File: config.mk
export PLATFORM = sky130hd
export DESIGN_NAME = vnls_queue
export DESIGN_NICKNAME = d
export VERILOG_FILES = /design/src/hdl/vnls_pkg.sv /design/src/hdl/vnls_queue.sv
export SDC_FILE = /design/constraint.sdc
export NUM_CORES = 1
export LEC_CHECK = 0
export BUFFER_PORTS_ARGS = -buffer_cell sky130_fd_sc_hd__buf_4
export CORE_ASPECT_RATIO = 0.6
export CORE_MARGIN = 8
export CORE_UTILIZATION = 51
export DETAILED_ROUTE_END_ITERATION = 16
export PLACE_DENSITY = 0.78
export SETUP_SLACK_MARGIN = 0.02
export SLEW_MARGIN = 20
export SYNTH_ARGS = -nofsm -noshare
export SYNTH_HDL_FRONTEND = slang
export SYNTH_SLANG_ARGS = --single-unit
export TNS_END_PERCENT = 20
File: constraint.sdc
create_clock -name clk -period 4.5 [get_ports clk]
set_input_delay 0.9 -clock clk [delete_from_list [all_inputs] [get_ports clk]]
set_output_delay 0.9 -clock clk [all_outputs]
set_load 0.005 [all_outputs]
File: src/hdl/vnls_pkg.sv
// ----------------------------------------------------------------------------
// vnls_pkg
// Shared constants and the queue item type of the value-noise lattice sampler.
// ----------------------------------------------------------------------------
package vnls_pkg;

  // lattice geometry
  localparam int LATTICE_COLS = 64;
  localparam int LATTICE_ROWS = 64;
  localparam int COL_W        = $clog2(LATTICE_COLS);
  localparam int ROW_W        = $clog2(LATTICE_ROWS);

  // field widths
  localparam int IN_COL_W = 6;
  localparam int IN_ROW_W = 6;
  localparam int VAL_W    = 16;
  localparam int PIX_W    = 12;
  localparam int SPC_W    = 9;
  localparam int FRAC_W   = 16;

  // request codes
  localparam logic REQ_LOAD   = 1'b0;
  localparam logic REQ_SAMPLE = 1'b1;

  // queue between front and back
  localparam int QDEPTH = 2;
  localparam int QPTR_W = (QDEPTH > 1) ? $clog2(QDEPTH) : 1;
  localparam int QCNT_W = $clog2(QDEPTH + 1);

  // one classified item: a load carries column, row and value, a sample carries
  // cell index i, j and the two fractions; flag is drop for a load and out of
  // range for a sample
  typedef struct packed {
    logic               kind;
    logic               flag;
    logic [COL_W-1:0]   col;
    logic [ROW_W-1:0]   row;
    logic [VAL_W-1:0]   val;
    logic [FRAC_W-1:0]  fy;
  } item_t;

endpackage

File: src/hdl/vnls_queue.sv
// ----------------------------------------------------------------------------
// vnls_queue
// Small register FIFO that decouples the divider front from the lattice back.
// ----------------------------------------------------------------------------
module vnls_queue (
  input  logic           clk,
  input  logic           rst,
  input  logic           push,
  input  vnls_pkg::item_t push_item,
  input  logic           pop,
  output logic           valid,
  output vnls_pkg::item_t head,
  output logic           full
);
  import vnls_pkg::*;

  item_t             entries [QDEPTH];
  logic [QPTR_W-1:0] wr_ptr;
  logic [QPTR_W-1:0] rd_ptr;
  logic [QCNT_W-1:0] count;
  logic              do_push;
  logic              do_pop;

  assign valid   = (count != '0);
  assign full    = (count == QCNT_W'(QDEPTH));
  assign head    = entries[rd_ptr];
  assign do_push = push && (!full || pop);
  assign do_pop  = pop && valid;

  function automatic logic [QPTR_W-1:0] ptr_inc(input logic [QPTR_W-1:0] p);
    return (p == QPTR_W'(QDEPTH - 1)) ? '0 : QPTR_W'(p + 1'b1);
  endfunction

  always_ff @(posedge clk) begin
    if (rst) begin
      wr_ptr <= '0;
      rd_ptr <= '0;
      count  <= '0;
    end else begin
      if (do_push) wr_ptr <= ptr_inc(wr_ptr);
      if (do_pop)  rd_ptr <= ptr_inc(rd_ptr);
      if (do_push && !do_pop)      count <= QCNT_W'(count + 1'b1);
      else if (do_pop && !do_push) count <= QCNT_W'(count - 1'b1);
    end
  end

  always_ff @(posedge clk) begin
    if (do_push) entries[wr_ptr] <= push_item;
  end

endmodule

==> Word-level counts from Yosys, hierarchy flattened <==
Memories as Yosys holds them, arrays and structs flattened. A register that Yosys moved wholly into a read port is not among the register bits.
Cells that the tools add are included.
{ "totals": {"wordCells": 27, "ff_bits": 4, "memories": 1, "ramBits": 92, "output_inout_bits": 48, "inputBits": 50} }
{ "classes": {"eq_ne": 1, "add_sub_neg": 4, "muxes": 8, "n_reduce_logical": 10} }
{ "mem_list": {"columns": ["memory", "words", "word_bits", "read_ports", "rd_clocked_by_memory_dff", "write_ports", "line", "text"], "rows": [
  ["entries", 2, 46, 1, 1, 1, "vnls_queue.sv:17", "item_t entries [QDEPTH];"]
]} }
{ "op_table": {"columns": ["operator", "count"], "rows": [
  ["$mux W1", 6],
  ["$logic_and A1 B1 Y1", 4],
  ["$mux W2", 2],
  ["$reduce_bool A2 Y1", 2],
  ["$logic_not A1 Y1", 3],
  ["$add A1 B1 Y1 const B", 2],
  ["$add A2 B1 Y2 const B", 1],
  ["$eq A2 B2 Y1 const B", 1],
  ["$sub A2 B1 Y2 const B", 1],
  ["$logic_or A1 B1 Y1", 1]
]} }

==> Logic depth before layout (Yosys ltp) <==
{ "logic_depth": {"word_depth": 8, "depth_mapped": 6, "mapped_depth_nobuf": 6} }

==> Worst setup path before layout <==
OpenSTA, ideal clock, no wires.
{ "synth_timing": {"kind": "input to register", "start": "in pop", "end": "mem entries[0][0] (netlist name) (enable)", "required_ps": 4045, "t_arrival_ps": 3189, "cell_stages": 3, "path_slack_ps": 856, "setup_ps": 455, "cell_sequence": "inv_1 > a21boi_2 > nor2b_1"} }
{ "synth_via": {"elab_chain_cells": 4} }
{ "synth_rtl": {"columns": ["item", "line", "text"], "rows": [
  ["start, declared", "vnls_queue.sv:10", "input logic pop,"],
  ["$logic_or A1 B1 Y1", "vnls_queue.sv:27", "assign do_push = push && (!full || pop);"],
  ["$logic_and A1 B1 Y1", "vnls_queue.sv:27", null],
  ["$mux W1", "vnls_queue.sv:48", "if (do_push) entries[wr_ptr] <= push_item;"],
  ["$mux W1 (implied by the code)", "vnls_queue.sv:48", null],
  ["end, declared", "vnls_queue.sv:17", null]
]} }
No other way between the ends.

==> results.md <==
* Final Cell Area at roughly 4700 µm²
* Yosys Warn Count at 0
* Nets at approximately 320
* Layout cells sized above 1 at about three fifths
* WL final at around 6700 µm
* Static Leakage at 1.75 nW
* Vias in the first global route at ~2,000
* Reg area at between 2000 and 3000 µm²
* Remaining DRCs at 0
* Tcrit/Tclk final at 57.0%
* RR Endpoint: entries[0][42]
* Clock sinks at between 90 and 100
* Worst slack, placed at between 1500 and 2000 ps
* Core area at approximately 6700 µm²
* Initial detailed-routing violation count at between 100 and 150
* Net Sw Frac at 24.1%
* Post-Syn Instances at between 150 and 200
* Gr ovfl total at 0
* Ant diodes at 0
* Min cycle time layout at 2570 ps
* Arrival @ worst endpoint at between 1500 and 2000 ps
* Status: finished clean
* Hold Buf Count CTS at 0
* Critical Path Sink Type: output pin
* Max Fclk at roughly 390 MHz
* Depth of the most critical reg-to-reg path at 4
* Multi-input gate area at ~660 µm²
* CP max-delay cell: dfxtp_4
* Maximum vdd drop at around 270 µV
* Final Skew at roughly 5.0 ps
* Clock slew at reported path FFs at roughly 60 ps
* Initial antenna violation count at 0
* HPWL Detailed at approximately 4500 µm
* All-Layer GR Usage at 13.7%
* Number of H-tree levels at 3
* Die area at roughly 10000 µm²
* Worst hold path endpoint: rd_ptr
* DR vias/cell at 4.90
* #FFs+latches synth at just under 100
* Sequential power share at roughly 50%
* Slew Limit Headroom at a little under three fifths
* Worst Hold Launch: rd_ptr
* Placed Area at around 4400 µm²
* Port bufs at a little under 100
* Combinational share of power at between 20% and 30%
* Final Max Tran Viols at 0
* Die height at 80.6 µm
* Vias at ~1,800
* Worst path required time at between 3000 and 4000 ps
* Post-CTS sizing at 0
* I/O pin cnt at a little under 100
* Post-Syn Area per Cell at between 20 and 25 µm²
* Max incr delay on CP at between 700 and 800 ps
* CP Cell Sequence: mux2_2, buf_4
* Pre-Repair DR Iteration Count at 5
* Root buffer cell: clkbuf_16
* Synth Cell Area at approximately 3600 µm²
* Crit Path Class: flop to output pin
* Die width at approximately 120 µm
* Area growth syn-to-layout at 31.2%
* Hold slack at about 520 ps
* Net Switching at around 0.58 mW
* Netlist cell types at 19
* Final setup viols at 0
* GP Congestion at about 0.7
* Crit Path Max Fanout at 46
* Hold crit path type: flop to flop
* Post-CTS Setup Bufs at 0
* Reg2reg setup slack at 2360 ps
* Final Hold Vio Count at 0
* Final setup TNS at 0 ps
* Post-route setup slack at approximately 1900 ps
* Routed Antenna Nets at 0
* Least-Margin Pin Slew at ~660 ps
* Worst reg2reg startpoint: count[0]
* Register area share after synthesis at approximately 81%
* Syn nets at approximately 220
* Fill cell count at approximately 450
* WHS Path Cells at 2
* Clock power frac at approximately 29%
* RSZ-0062 raised after global routing: no
* Pwr dens at approximately 520 nW/µm²
* Startpoint types: flop
* P_int at about 1.8 mW
* Largest net degree at the start of global routing at 47
* Max-Cap Viols at 0
* Longest Clk Path Bufs at 2
* Post-DR wirelength/cell at around 18 µm
* Row count at 23
* Latest clock arrival within the worst-skew pair at between 300 and 400 ps
* First-pass GRT wire length at approximately 10,000 µm
* CTS tree: done
* Initial Util at a little over half
* CTS Buf Count at 9
sequential cells by signal (all words and copies together), names as in the netlist, named ones only:
| signal | flops |
|---|---|
| count | 2 |
| entries | 92 |
| wr_ptr | 1 |
| rd_ptr | 1 |
cell usage after synthesis (all sizes together):
cell type / number / share of area [%]
edfxtp: 92 / 78
mux2: 47 / 15
buf: 5 / 0.99
dfxtp: 5 / 2.8
nor2: 4 / 0.42
nor2b: 3 / 0.60
xor2: 3 / 0.74
o21ai: 2 / 0.28
a21boi: 1 / 0.32
a21oi: 1 / 0.14
and2: 1 / 0.18
ha: 1 / 0.35
inv: 1 / 0.11
or2: 1 / 0.18
or3: 1 / 0.18
cells by family after synthesis:
family	count (synthesis)	synth area share, %
compound gates	4	0.740
mux	47	14.9
fa+ha+maj	1	0.352
flops	97	80.6
buf+inv	6	1.09
xor+xnor	3	0.740
simple gates	10	1.55
layer usage:
layer | up-vias | track usage, % | share of wire [%]
li1 | 858 | - | -
met1 | 853 | 18.2 | 46
met2 | 67 | 20.0 | 44
met3 | 7 | 5.67 | 9.3
met4 | 0 | 4.30 | 0.75
met5 | - | 0 | 0
power by group through the flow:
stage / sequential [mW] / clock [mW] / combinational, mW
floorplan: 1.15 / 0 / 0.312
detailed placement: 1.21 / 0 / 0.536
global route: 1.21 / 0.758 / 0.571
CTS: 1.20 / 0.720 / 0.540
global placement: 1.21 / 0 / 0.532
finish: 1.19 / 0.707 / 0.526
critical path: cells and delay by family (launching register included):
kind / cells / cell delay [ps]
DFF: 1 / 750
muxes: 1 / 420
buffers and inverters: 1 / 140
layout make-up:
type,instances,area share [%]
Sequential cell,97,61.5
Timing Repair Buffer,98,15.8
Multi-Input combinational cell,65,14.2
Clock buffer,12,5.50
Tap cell,87,2.34
Clock inverter,4,0.618
Inverter,1,0.0806
through the flow:
stage          power [mW]  cells  utilization (%)
3_5_place_dp         1.75    348             65.2
5_1_grt              2.54    364             69.5
4_1_cts              2.46    364             69.4
2_1_floorplan        1.46    168                -
3_3_place_gp         1.74    348             65.2
6_report             2.43    364             69.5
worst max-delay path by stage:
stage	from	endpoint	slack (ps)
4_1_cts	flop	head[27]	1550
2_1_floorplan	pop	entries[0][0]	860
3_5_place_dp	pop	entries[0][34]	1850
3_3_place_gp	pop	entries[0][1]	1900
5_1_grt	flop	head[11]	1860
6_report	flop	head[11]	1930
layout by cell type (no fill, tap or decap):
cell type	n
ha_1	1
clkinv_2	1
clkbuf_16	9
clkinv_4	1
xor2_1	3
inv_1	1
dfxtp_4	1
dfxtp_1	4
mux2_1	1
buf_4	98
clkbuf_8	2
clkbuf_1	1
a21boi_2	1
nor2b_4	1
edfxtp_1	92
o21ai_1	1
nor2_1	4
and2_4	1
nor2b_2	1
or3_1	1
o21ai_0	1
clkinvlp_4	2
mux2_2	46
or2_2	1
nor2b_1	1
a21oi_1	1
(Power assumes the default switching activity.)
