## src/hdl/vnls_pkg.sv

```systemverilog
// ----------------------------------------------------------------------------
// vnls_pkg
// Shared constants and the queue item type of the value-noise lattice sampler.
// ----------------------------------------------------------------------------
package vnls_pkg;

  // lattice geometry
  localparam int LATTICE_COLS = 64;
  localparam int LATTICE_ROWS = 64;
  localparam int COL_W        = $clog2(LATTICE_COLS);
  localparam int ROW_W        = $clog2(LATTICE_ROWS);

  // field widths
  localparam int IN_COL_W = 6;
  localparam int IN_ROW_W = 6;
  localparam int VAL_W    = 16;
  localparam int PIX_W    = 12;
  localparam int SPC_W    = 9;
  localparam int FRAC_W   = 16;

  // request codes
  localparam logic REQ_LOAD   = 1'b0;
  localparam logic REQ_SAMPLE = 1'b1;

  // queue between front and back
  localparam int QDEPTH = 2;
  localparam int QPTR_W = (QDEPTH > 1) ? $clog2(QDEPTH) : 1;
  localparam int QCNT_W = $clog2(QDEPTH + 1);

  // one classified item: a load carries column, row and value, a sample carries
  // cell index i, j and the two fractions; flag is drop for a load and out of
  // range for a sample
  typedef struct packed {
    logic               kind;
    logic               flag;
    logic [COL_W-1:0]   col;
    logic [ROW_W-1:0]   row;
    logic [VAL_W-1:0]   val;
    logic [FRAC_W-1:0]  fy;
  } item_t;

endpackage

```

## src/hdl/vnls_front.sv

```systemverilog
// ----------------------------------------------------------------------------
// vnls_front
// Accepts items, runs both pixel coordinates through a pipelined restoring
// divider (one quotient bit per stage) and classifies the result.
// ----------------------------------------------------------------------------
module vnls_front (
  input  logic                          clk,
  input  logic                          rst,
  input  logic                          start,
  output logic                          busy,
  input  logic                          req_type,
  input  logic [vnls_pkg::IN_COL_W-1:0] lattice_col,
  input  logic [vnls_pkg::IN_ROW_W-1:0] lattice_row,
  input  logic [vnls_pkg::VAL_W-1:0]    lattice_value,
  input  logic [vnls_pkg::PIX_W-1:0]    pixel_x,
  input  logic [vnls_pkg::PIX_W-1:0]    pixel_y,
  input  logic [vnls_pkg::SPC_W-1:0]    spacing,
  input  logic                          q_full,
  output logic                          push,
  output vnls_pkg::item_t               item
);
  import vnls_pkg::*;

  // dividend is the coordinate scaled by 2^16: upper quotient bits give the
  // cell index, lower ones the fraction
  localparam int DIV_W = PIX_W + FRAC_W;
  localparam int NSTG  = DIV_W;

  typedef struct packed {
    logic                kind;
    logic [SPC_W-1:0]    ax;
    logic [DIV_W-1:0]    qx;
    logic [SPC_W-1:0]    ay;
    logic [DIV_W-1:0]    qy;
    logic [IN_COL_W-1:0] col;
    logic [IN_ROW_W-1:0] row;
    logic [VAL_W-1:0]    val;
  } dstage_t;

  function automatic logic [SPC_W+DIV_W-1:0] div_step(input logic [SPC_W-1:0] a,
                                                      input logic [DIV_W-1:0] q,
                                                      input logic [SPC_W-1:0] d);
    logic [SPC_W:0]   t;
    logic [SPC_W-1:0] a_n;
    logic             q_bit;
    t = {a, q[DIV_W-1]};
    if (t >= {1'b0, d}) begin
      a_n   = SPC_W'(t - {1'b0, d});
      q_bit = 1'b1;
    end else begin
      a_n   = t[SPC_W-1:0];
      q_bit = 1'b0;
    end
    return {a_n, q[DIV_W-2:0], q_bit};
  endfunction

  function automatic dstage_t advance(input dstage_t s, input logic [SPC_W-1:0] d);
    dstage_t r;
    r = s;
    {r.ax, r.qx} = div_step(s.ax, s.qx, d);
    {r.ay, r.qy} = div_step(s.ay, s.qy, d);
    return r;
  endfunction

  dstage_t             stg [NSTG];
  dstage_t             entry;
  logic [NSTG-1:0]     vld;
  logic                stall;
  logic                accept;
  dstage_t             last;
  logic [PIX_W-1:0]    ci;
  logic [PIX_W-1:0]    cj;

  assign stall  = vld[NSTG-1] && q_full;
  assign busy   = stall;
  assign accept = start && !busy;

  always_comb begin
    entry.kind = req_type;
    entry.ax   = '0;
    entry.qx   = {pixel_x, FRAC_W'(0)};
    entry.ay   = '0;
    entry.qy   = {pixel_y, FRAC_W'(0)};
    entry.col  = lattice_col;
    entry.row  = lattice_row;
    entry.val  = lattice_value;
  end

  always_ff @(posedge clk) begin
    if (rst) begin
      vld <= '0;
    end else if (!stall) begin
      vld <= {vld[NSTG-2:0], accept};
    end
  end

  always_ff @(posedge clk) begin
    if (!stall) stg[0] <= advance(entry, spacing);
  end

  for (genvar k = 1; k < NSTG; k++) begin : g_stg
    always_ff @(posedge clk) begin
      if (!stall) stg[k] <= advance(stg[k-1], spacing);
    end
  end

  // classify the item leaving the divider
  assign last = stg[NSTG-1];
  assign ci   = last.qx[DIV_W-1:FRAC_W];
  assign cj   = last.qy[DIV_W-1:FRAC_W];
  assign push = vld[NSTG-1] && !q_full;

  always_comb begin
    item.kind = last.kind;
    if (last.kind == REQ_LOAD) begin
      item.flag = (32'(last.col) >= LATTICE_COLS) || (32'(last.row) >= LATTICE_ROWS);
      item.col  = COL_W'(last.col);
      item.row  = ROW_W'(last.row);
      item.val  = last.val;
      item.fy   = '0;
    end else begin
      item.flag = (32'(ci) + 1 >= LATTICE_COLS) || (32'(cj) + 1 >= LATTICE_ROWS);
      item.col  = COL_W'(ci);
      item.row  = ROW_W'(cj);
      item.val  = last.qx[FRAC_W-1:0];
      item.fy   = last.qy[FRAC_W-1:0];
    end
  end

endmodule

```

## config.mk

```make
export PLATFORM = sky130hd
export DESIGN_NAME = vnls_front
export DESIGN_NICKNAME = d
export VERILOG_FILES = /design/src/hdl/vnls_pkg.sv /design/src/hdl/vnls_front.sv
export SDC_FILE = /design/constraint.sdc
export NUM_CORES = 2
export LEC_CHECK = 0
export BUFFER_PORTS_ARGS = -buffer_cell sky130_fd_sc_hd__buf_4
export CAP_MARGIN = 20
export CELL_PAD_IN_SITES_DETAIL_PLACEMENT = 1
export CELL_PAD_IN_SITES_GLOBAL_PLACEMENT = 2
export CORE_MARGIN = 5
export CORE_UTILIZATION = 44
export DETAILED_ROUTE_END_ITERATION = 8
export GPL_TIMING_DRIVEN = 0
export PLACE_DENSITY = 0.84
export SYNTH_ARGS = -nofsm -noshare
export SYNTH_HDL_FRONTEND = slang
export SYNTH_SLANG_ARGS = --single-unit
```

## constraint.sdc

```tcl
create_clock -name clk -period 72 [get_ports clk]
set_clock_uncertainty 0.15 [all_clocks]
set_input_delay 10.8 -clock clk [delete_from_list [all_inputs] [get_ports clk]]
set_output_delay 10.8 -clock clk [all_outputs]
set_load 0.005 [all_outputs]
```

## Word level (Yosys, flattened, before mapping)

Memories as Yosys holds them, arrays and structs flattened.
Cells that the tools add are included.

- Bitwise gates (word level): 0
- Div/mod/pow operators: 0
- Shift-type cells: 0
- Muxes and demuxes: 226
- $lt $le $gt $ge: 58
- Add/subtract/negate cells: 58
- Equality and inequality tests: 0
- Multipliers: 0
- Reductions and logical operators: 6

Operator list:

| kind | count |
|---|---|
| $mux W9 | 112 |
| $ge A10 B9 Y1 | 54 |
| $sub A9 B9 Y9 | 54 |
| $mux W1 | 113 |
| $mux W45 | 1 |
| $add A12 B1 Y13 const B | 2 |
| $ge A13 B7 Y1 const B | 2 |
| $ge A1 B9 Y1 | 2 |
| $sub A1 B9 Y9 | 2 |
| $logic_and A1 B1 Y1 | 3 |
| $logic_not A1 Y1 | 2 |
| $logic_or A1 B1 Y1 | 1 |

- Input bits: 66
- Bits in latches: 0
- Output and inout bits: 48
- Memory bits (writable): 2884
- ROM bits: 0
- Register bits after elaboration: 28
- Memories: 1
- Logic and storage cells: 350

Memories:

| name | words | bits a word | rd ports | clocked after Yosys merged registers in | wr ports | RTL line | RTL |
|---|---|---|---|---|---|---|---|
| stg | 28 | 103 | 28 | 0 | 28 | vnls_front.sv:65 | `dstage_t stg [NSTG];` |

## Depth between registers and ports, before layout

An unclocked memory read counts as a cell.

- Depth in word-level cells: 5
- Depth in mapped cells: 9
- Gate-level depth less buffers: 8

## Least setup slack after synthesis

OpenSTA, ideal clock, no wires.

- Path kind: input port to flip-flop
- Start point: input port q_full
- End point: memory stg[0][0] in the netlist's numbering (enable)
- Slack: -3.088 ns
- Data required time: 68.366 ns
- Stages: 3
- Library setup time: 3.484 ns
- Path buffers: 2
- Arrival: 71.454 ns
- Cells stage by stage: nand2_1 clkbuf_1 clkbuf_1

RTL lines:

| item | RTL line | RTL |
|---|---|---|
| start, declared | vnls_front.sv:18 | `input logic q_full,` |
| end, declared | vnls_front.sv:65 |  |

## Worst setup path after layout

- Start point: input port q_full
- End point: output port busy

- Cells in the longest elaborated chain, start to end: 1

RTL lines:

| item | RTL line | RTL |
|---|---|---|
| $logic_and A1 B1 Y1 | vnls_front.sv:74 | `assign stall = vld[NSTG-1] && q_full;` |
| end, declared | vnls_front.sv:10 | `output logic busy,` |

No other way between the ends.

==> results.toml <==
[clocking]
path_clk_slew_ns = 0.06
cts_buffers = 231
cts_max_path_buffers = 3
clockRootBuffer = "clkbuf_16"
cts_tree = "yes"
cts.sinks = 2270
cts_setup_buffers = 0
cts.repair.resized = 0
ctsHoldBuffers = 0
clock_latency_ns = 0.88
htreeDepth = 4

[timing]
fin_crit_sh_pct = 31.3
fmax_ghz = 0.0444
rsz0062_at_grt = "no"
fin_crit_ns = 22.51
slew_headroom_pct = 27.1
setup_viol = 0
hold_viol = 0
maxSlewViolCount = 0
worst_pin_slew_ns = 1.09
setup-tns-final_ns = 0

[power]
worst_ir_drop_vdd_mv = 0.0248
power_leakage_nw = 40.5
fin_total_pwr_mw = 4.33
powerDensity_nw_per_um2 = 40.6

[worst_hold_path]
min_from = "stg[0][150]"
hold_path.class = "reg2reg"
worstHoldEndpoint = "stg[0][254]"
holdPathStages = 0

[cells_and_area]
fill_cells = 19900
fin_nets = 6458
final_cells = 8880
final_core_util_pct = 50.4
final_area_um2 = 107000
layout-drive-gt1-share_pct = 16.5
final_cell_mix = "2242 x edfxtp_1, 488 x ha_1, 328 x nor2_1"
multi_input_area_um2 = 24800
mostFrequentLayoutCell = "edfxtp_1"
seq_area_um2 = 67900
area_delta_synth_final_pct = 14.1

[synthesis]
synth_ff_type = "edfxtp_1"
yosys-top-cells-area = "edfxtp_1 72%, ha_1 6.5%, mux2_2 3.6%"
yosys.area.top_type = "edfxtp_1"
synth_simple_gate_area_share_pct = 5.23
synth_top_area_share_pct = 71.9
muxShareOfSynthArea_pct = 5.02
syn_avg_cell_area_um2 = 17.1
synth.distinct_cells = 61
synthCells = 5475
synth_compound_area_share_pct = 5.67
synthArstFlopShare_pct = 0
synth-edff-count = 2242
syn_nets = 6081
yosys.area_share.adder_pct = 7.63
syn_area_um2 = 93600
ys_seq_area_share_pct = 72.5
synth_warnings = 0
synth_top_family_by_area = "adder cells"
synth-xor-area-share_pct = 2.95
synth_seq_cells = 2270

[grt]
grt_pass1_wl_mm = 280
grt_pass1_vias = 50300
antenna_found_initial = 3
grt_max_degree = 127
grtUsageTotal_pct = 15.7
gr-total-overflow = 0

[routing]
drc = 0
totalWireLength_mm = 175
first_iter_violations = 2814
vias = 46500
drt_pre_antenna_iters = 6
vias_per_cell = 5.24
routedWlPerCell_um = 19.7
postRouteAntennaNets = 0

[floorplanning]
io_pins = 114
die-width_um = 471
die-height_um = 471
start_util_pct = 44.2
core_um2 = 212000
die_area_um2 = 222000
rows = 169

[critical_path]
r2r_start = "vld[27]"
startpoint_type = "primary input"
critPathCaptureType = "output pin"
critPathKind = "in2out"
crit_fanout = 10
crit_arrival_ns = 11.56
rr_endpoint = "stg[0][2]"
crit_required_ns = 61.05
ff2ff_setup_slack_ns = 67.53
r2r_cells = 8

[status]
status = "completed"

[place]
dp_hpwl_mm = 112
place_area_um2 = 98900
dpl.cell_count = 8440
portBuffers = 112
place.gp.congestion = 0.838

[flow_run]
cap_violations = 0
[power by group]
group	internal (mW)	total [mW]	leakage [nW]	switching (mW)
logic	0.537	1.13	12.6	0.589
clock network	0.705	1.21	3.77	0.509
registers	1.86	1.99	24.2	0.133
total	3.10	4.33	40.5	1.23
[state kept, by name (all words and copies together) (netlist names)]
register	flops
stg	2242
vld	28
[layer usage]
| metal | track usage [%] | routed length [um] | part of all wire (%) | up-vias |
|---|---|---|---|---|
| met1 | 20.4 | 76500 | 44 | 23300 |
| met4 | 4.38 | 4160 | 2.4 | 0 |
| met3 | 2.92 | 6850 | 3.9 | 300 |
| met2 | 27.1 | 87200 | 50 | 676 |
| met5 | 0 | 0 | 0 | - |
| li1 | - | - | - | 22200 |
[worst max-delay path: stages]
cell	delay [ns]
buf_4	0.08
nand2_1	0.06
inv_1	0.07
clkbuf_1	0.35
buf_4	0.19
[worst max-delay path by stage]
| stage | start | end | cells after the start |
|---|---|---|---|
| after floorplan | q_full | stg[0][0] | 3 |
| after global placement | q_full | stg[0][0] | 4 |
| after detailed placement | q_full | busy | 5 |
| after CTS | q_full | busy | 5 |
| after global routing | q_full | busy | 5 |
| final | q_full | busy | 5 |
[metrics by stage]
stage	hold WS, ns	setup WS (ns)
6_report	0.234	49.49
5_1_grt	0.235	49.40
4_1_cts	0.233	49.46
3_5_place_dp	0.255	49.49
3_3_place_gp	0.250	21.32
2_1_floorplan	0.250	31.38
[cell usage after synthesis (all sizes together), types with 98 or more instances]
cell type,number
edfxtp,2242
ha,488
nor2,358
mux2,340
a21oi,226
xnor2,210
a211oi,152
nand4,143
inv,136
nand2,127
a21o,118
a31oi,110
xor2,105
o21ai,98
[cells by family (layout without fill, tap and decap cells)]
| family | count (synthesis) | after routing |
|---|---|---|
| mux | 414 | 414 |
| buf+inv | 217 | 796 |
| fa+ha+maj | 540 | 540 |
| flops | 2270 | 2270 |
| compound gates | 807 | 807 |
| xor+xnor | 315 | 315 |
| other cells | 0 | 5 |
| simple gates | 912 | 912 |
[cell type report]
class,instances,share of cell area (%)
Multi-Input combinational cell,2988,23.2
Clock buffer,264,5.53
Tap cell,2821,3.30
Clock inverter,171,1.86
Inverter,136,0.497
Buffer,81,0.417
Antenna cell,5,0.0117
Sequential cell,2270,63.5
Timing Repair Buffer,144,1.61
Power figures use the tool's default switching activity.
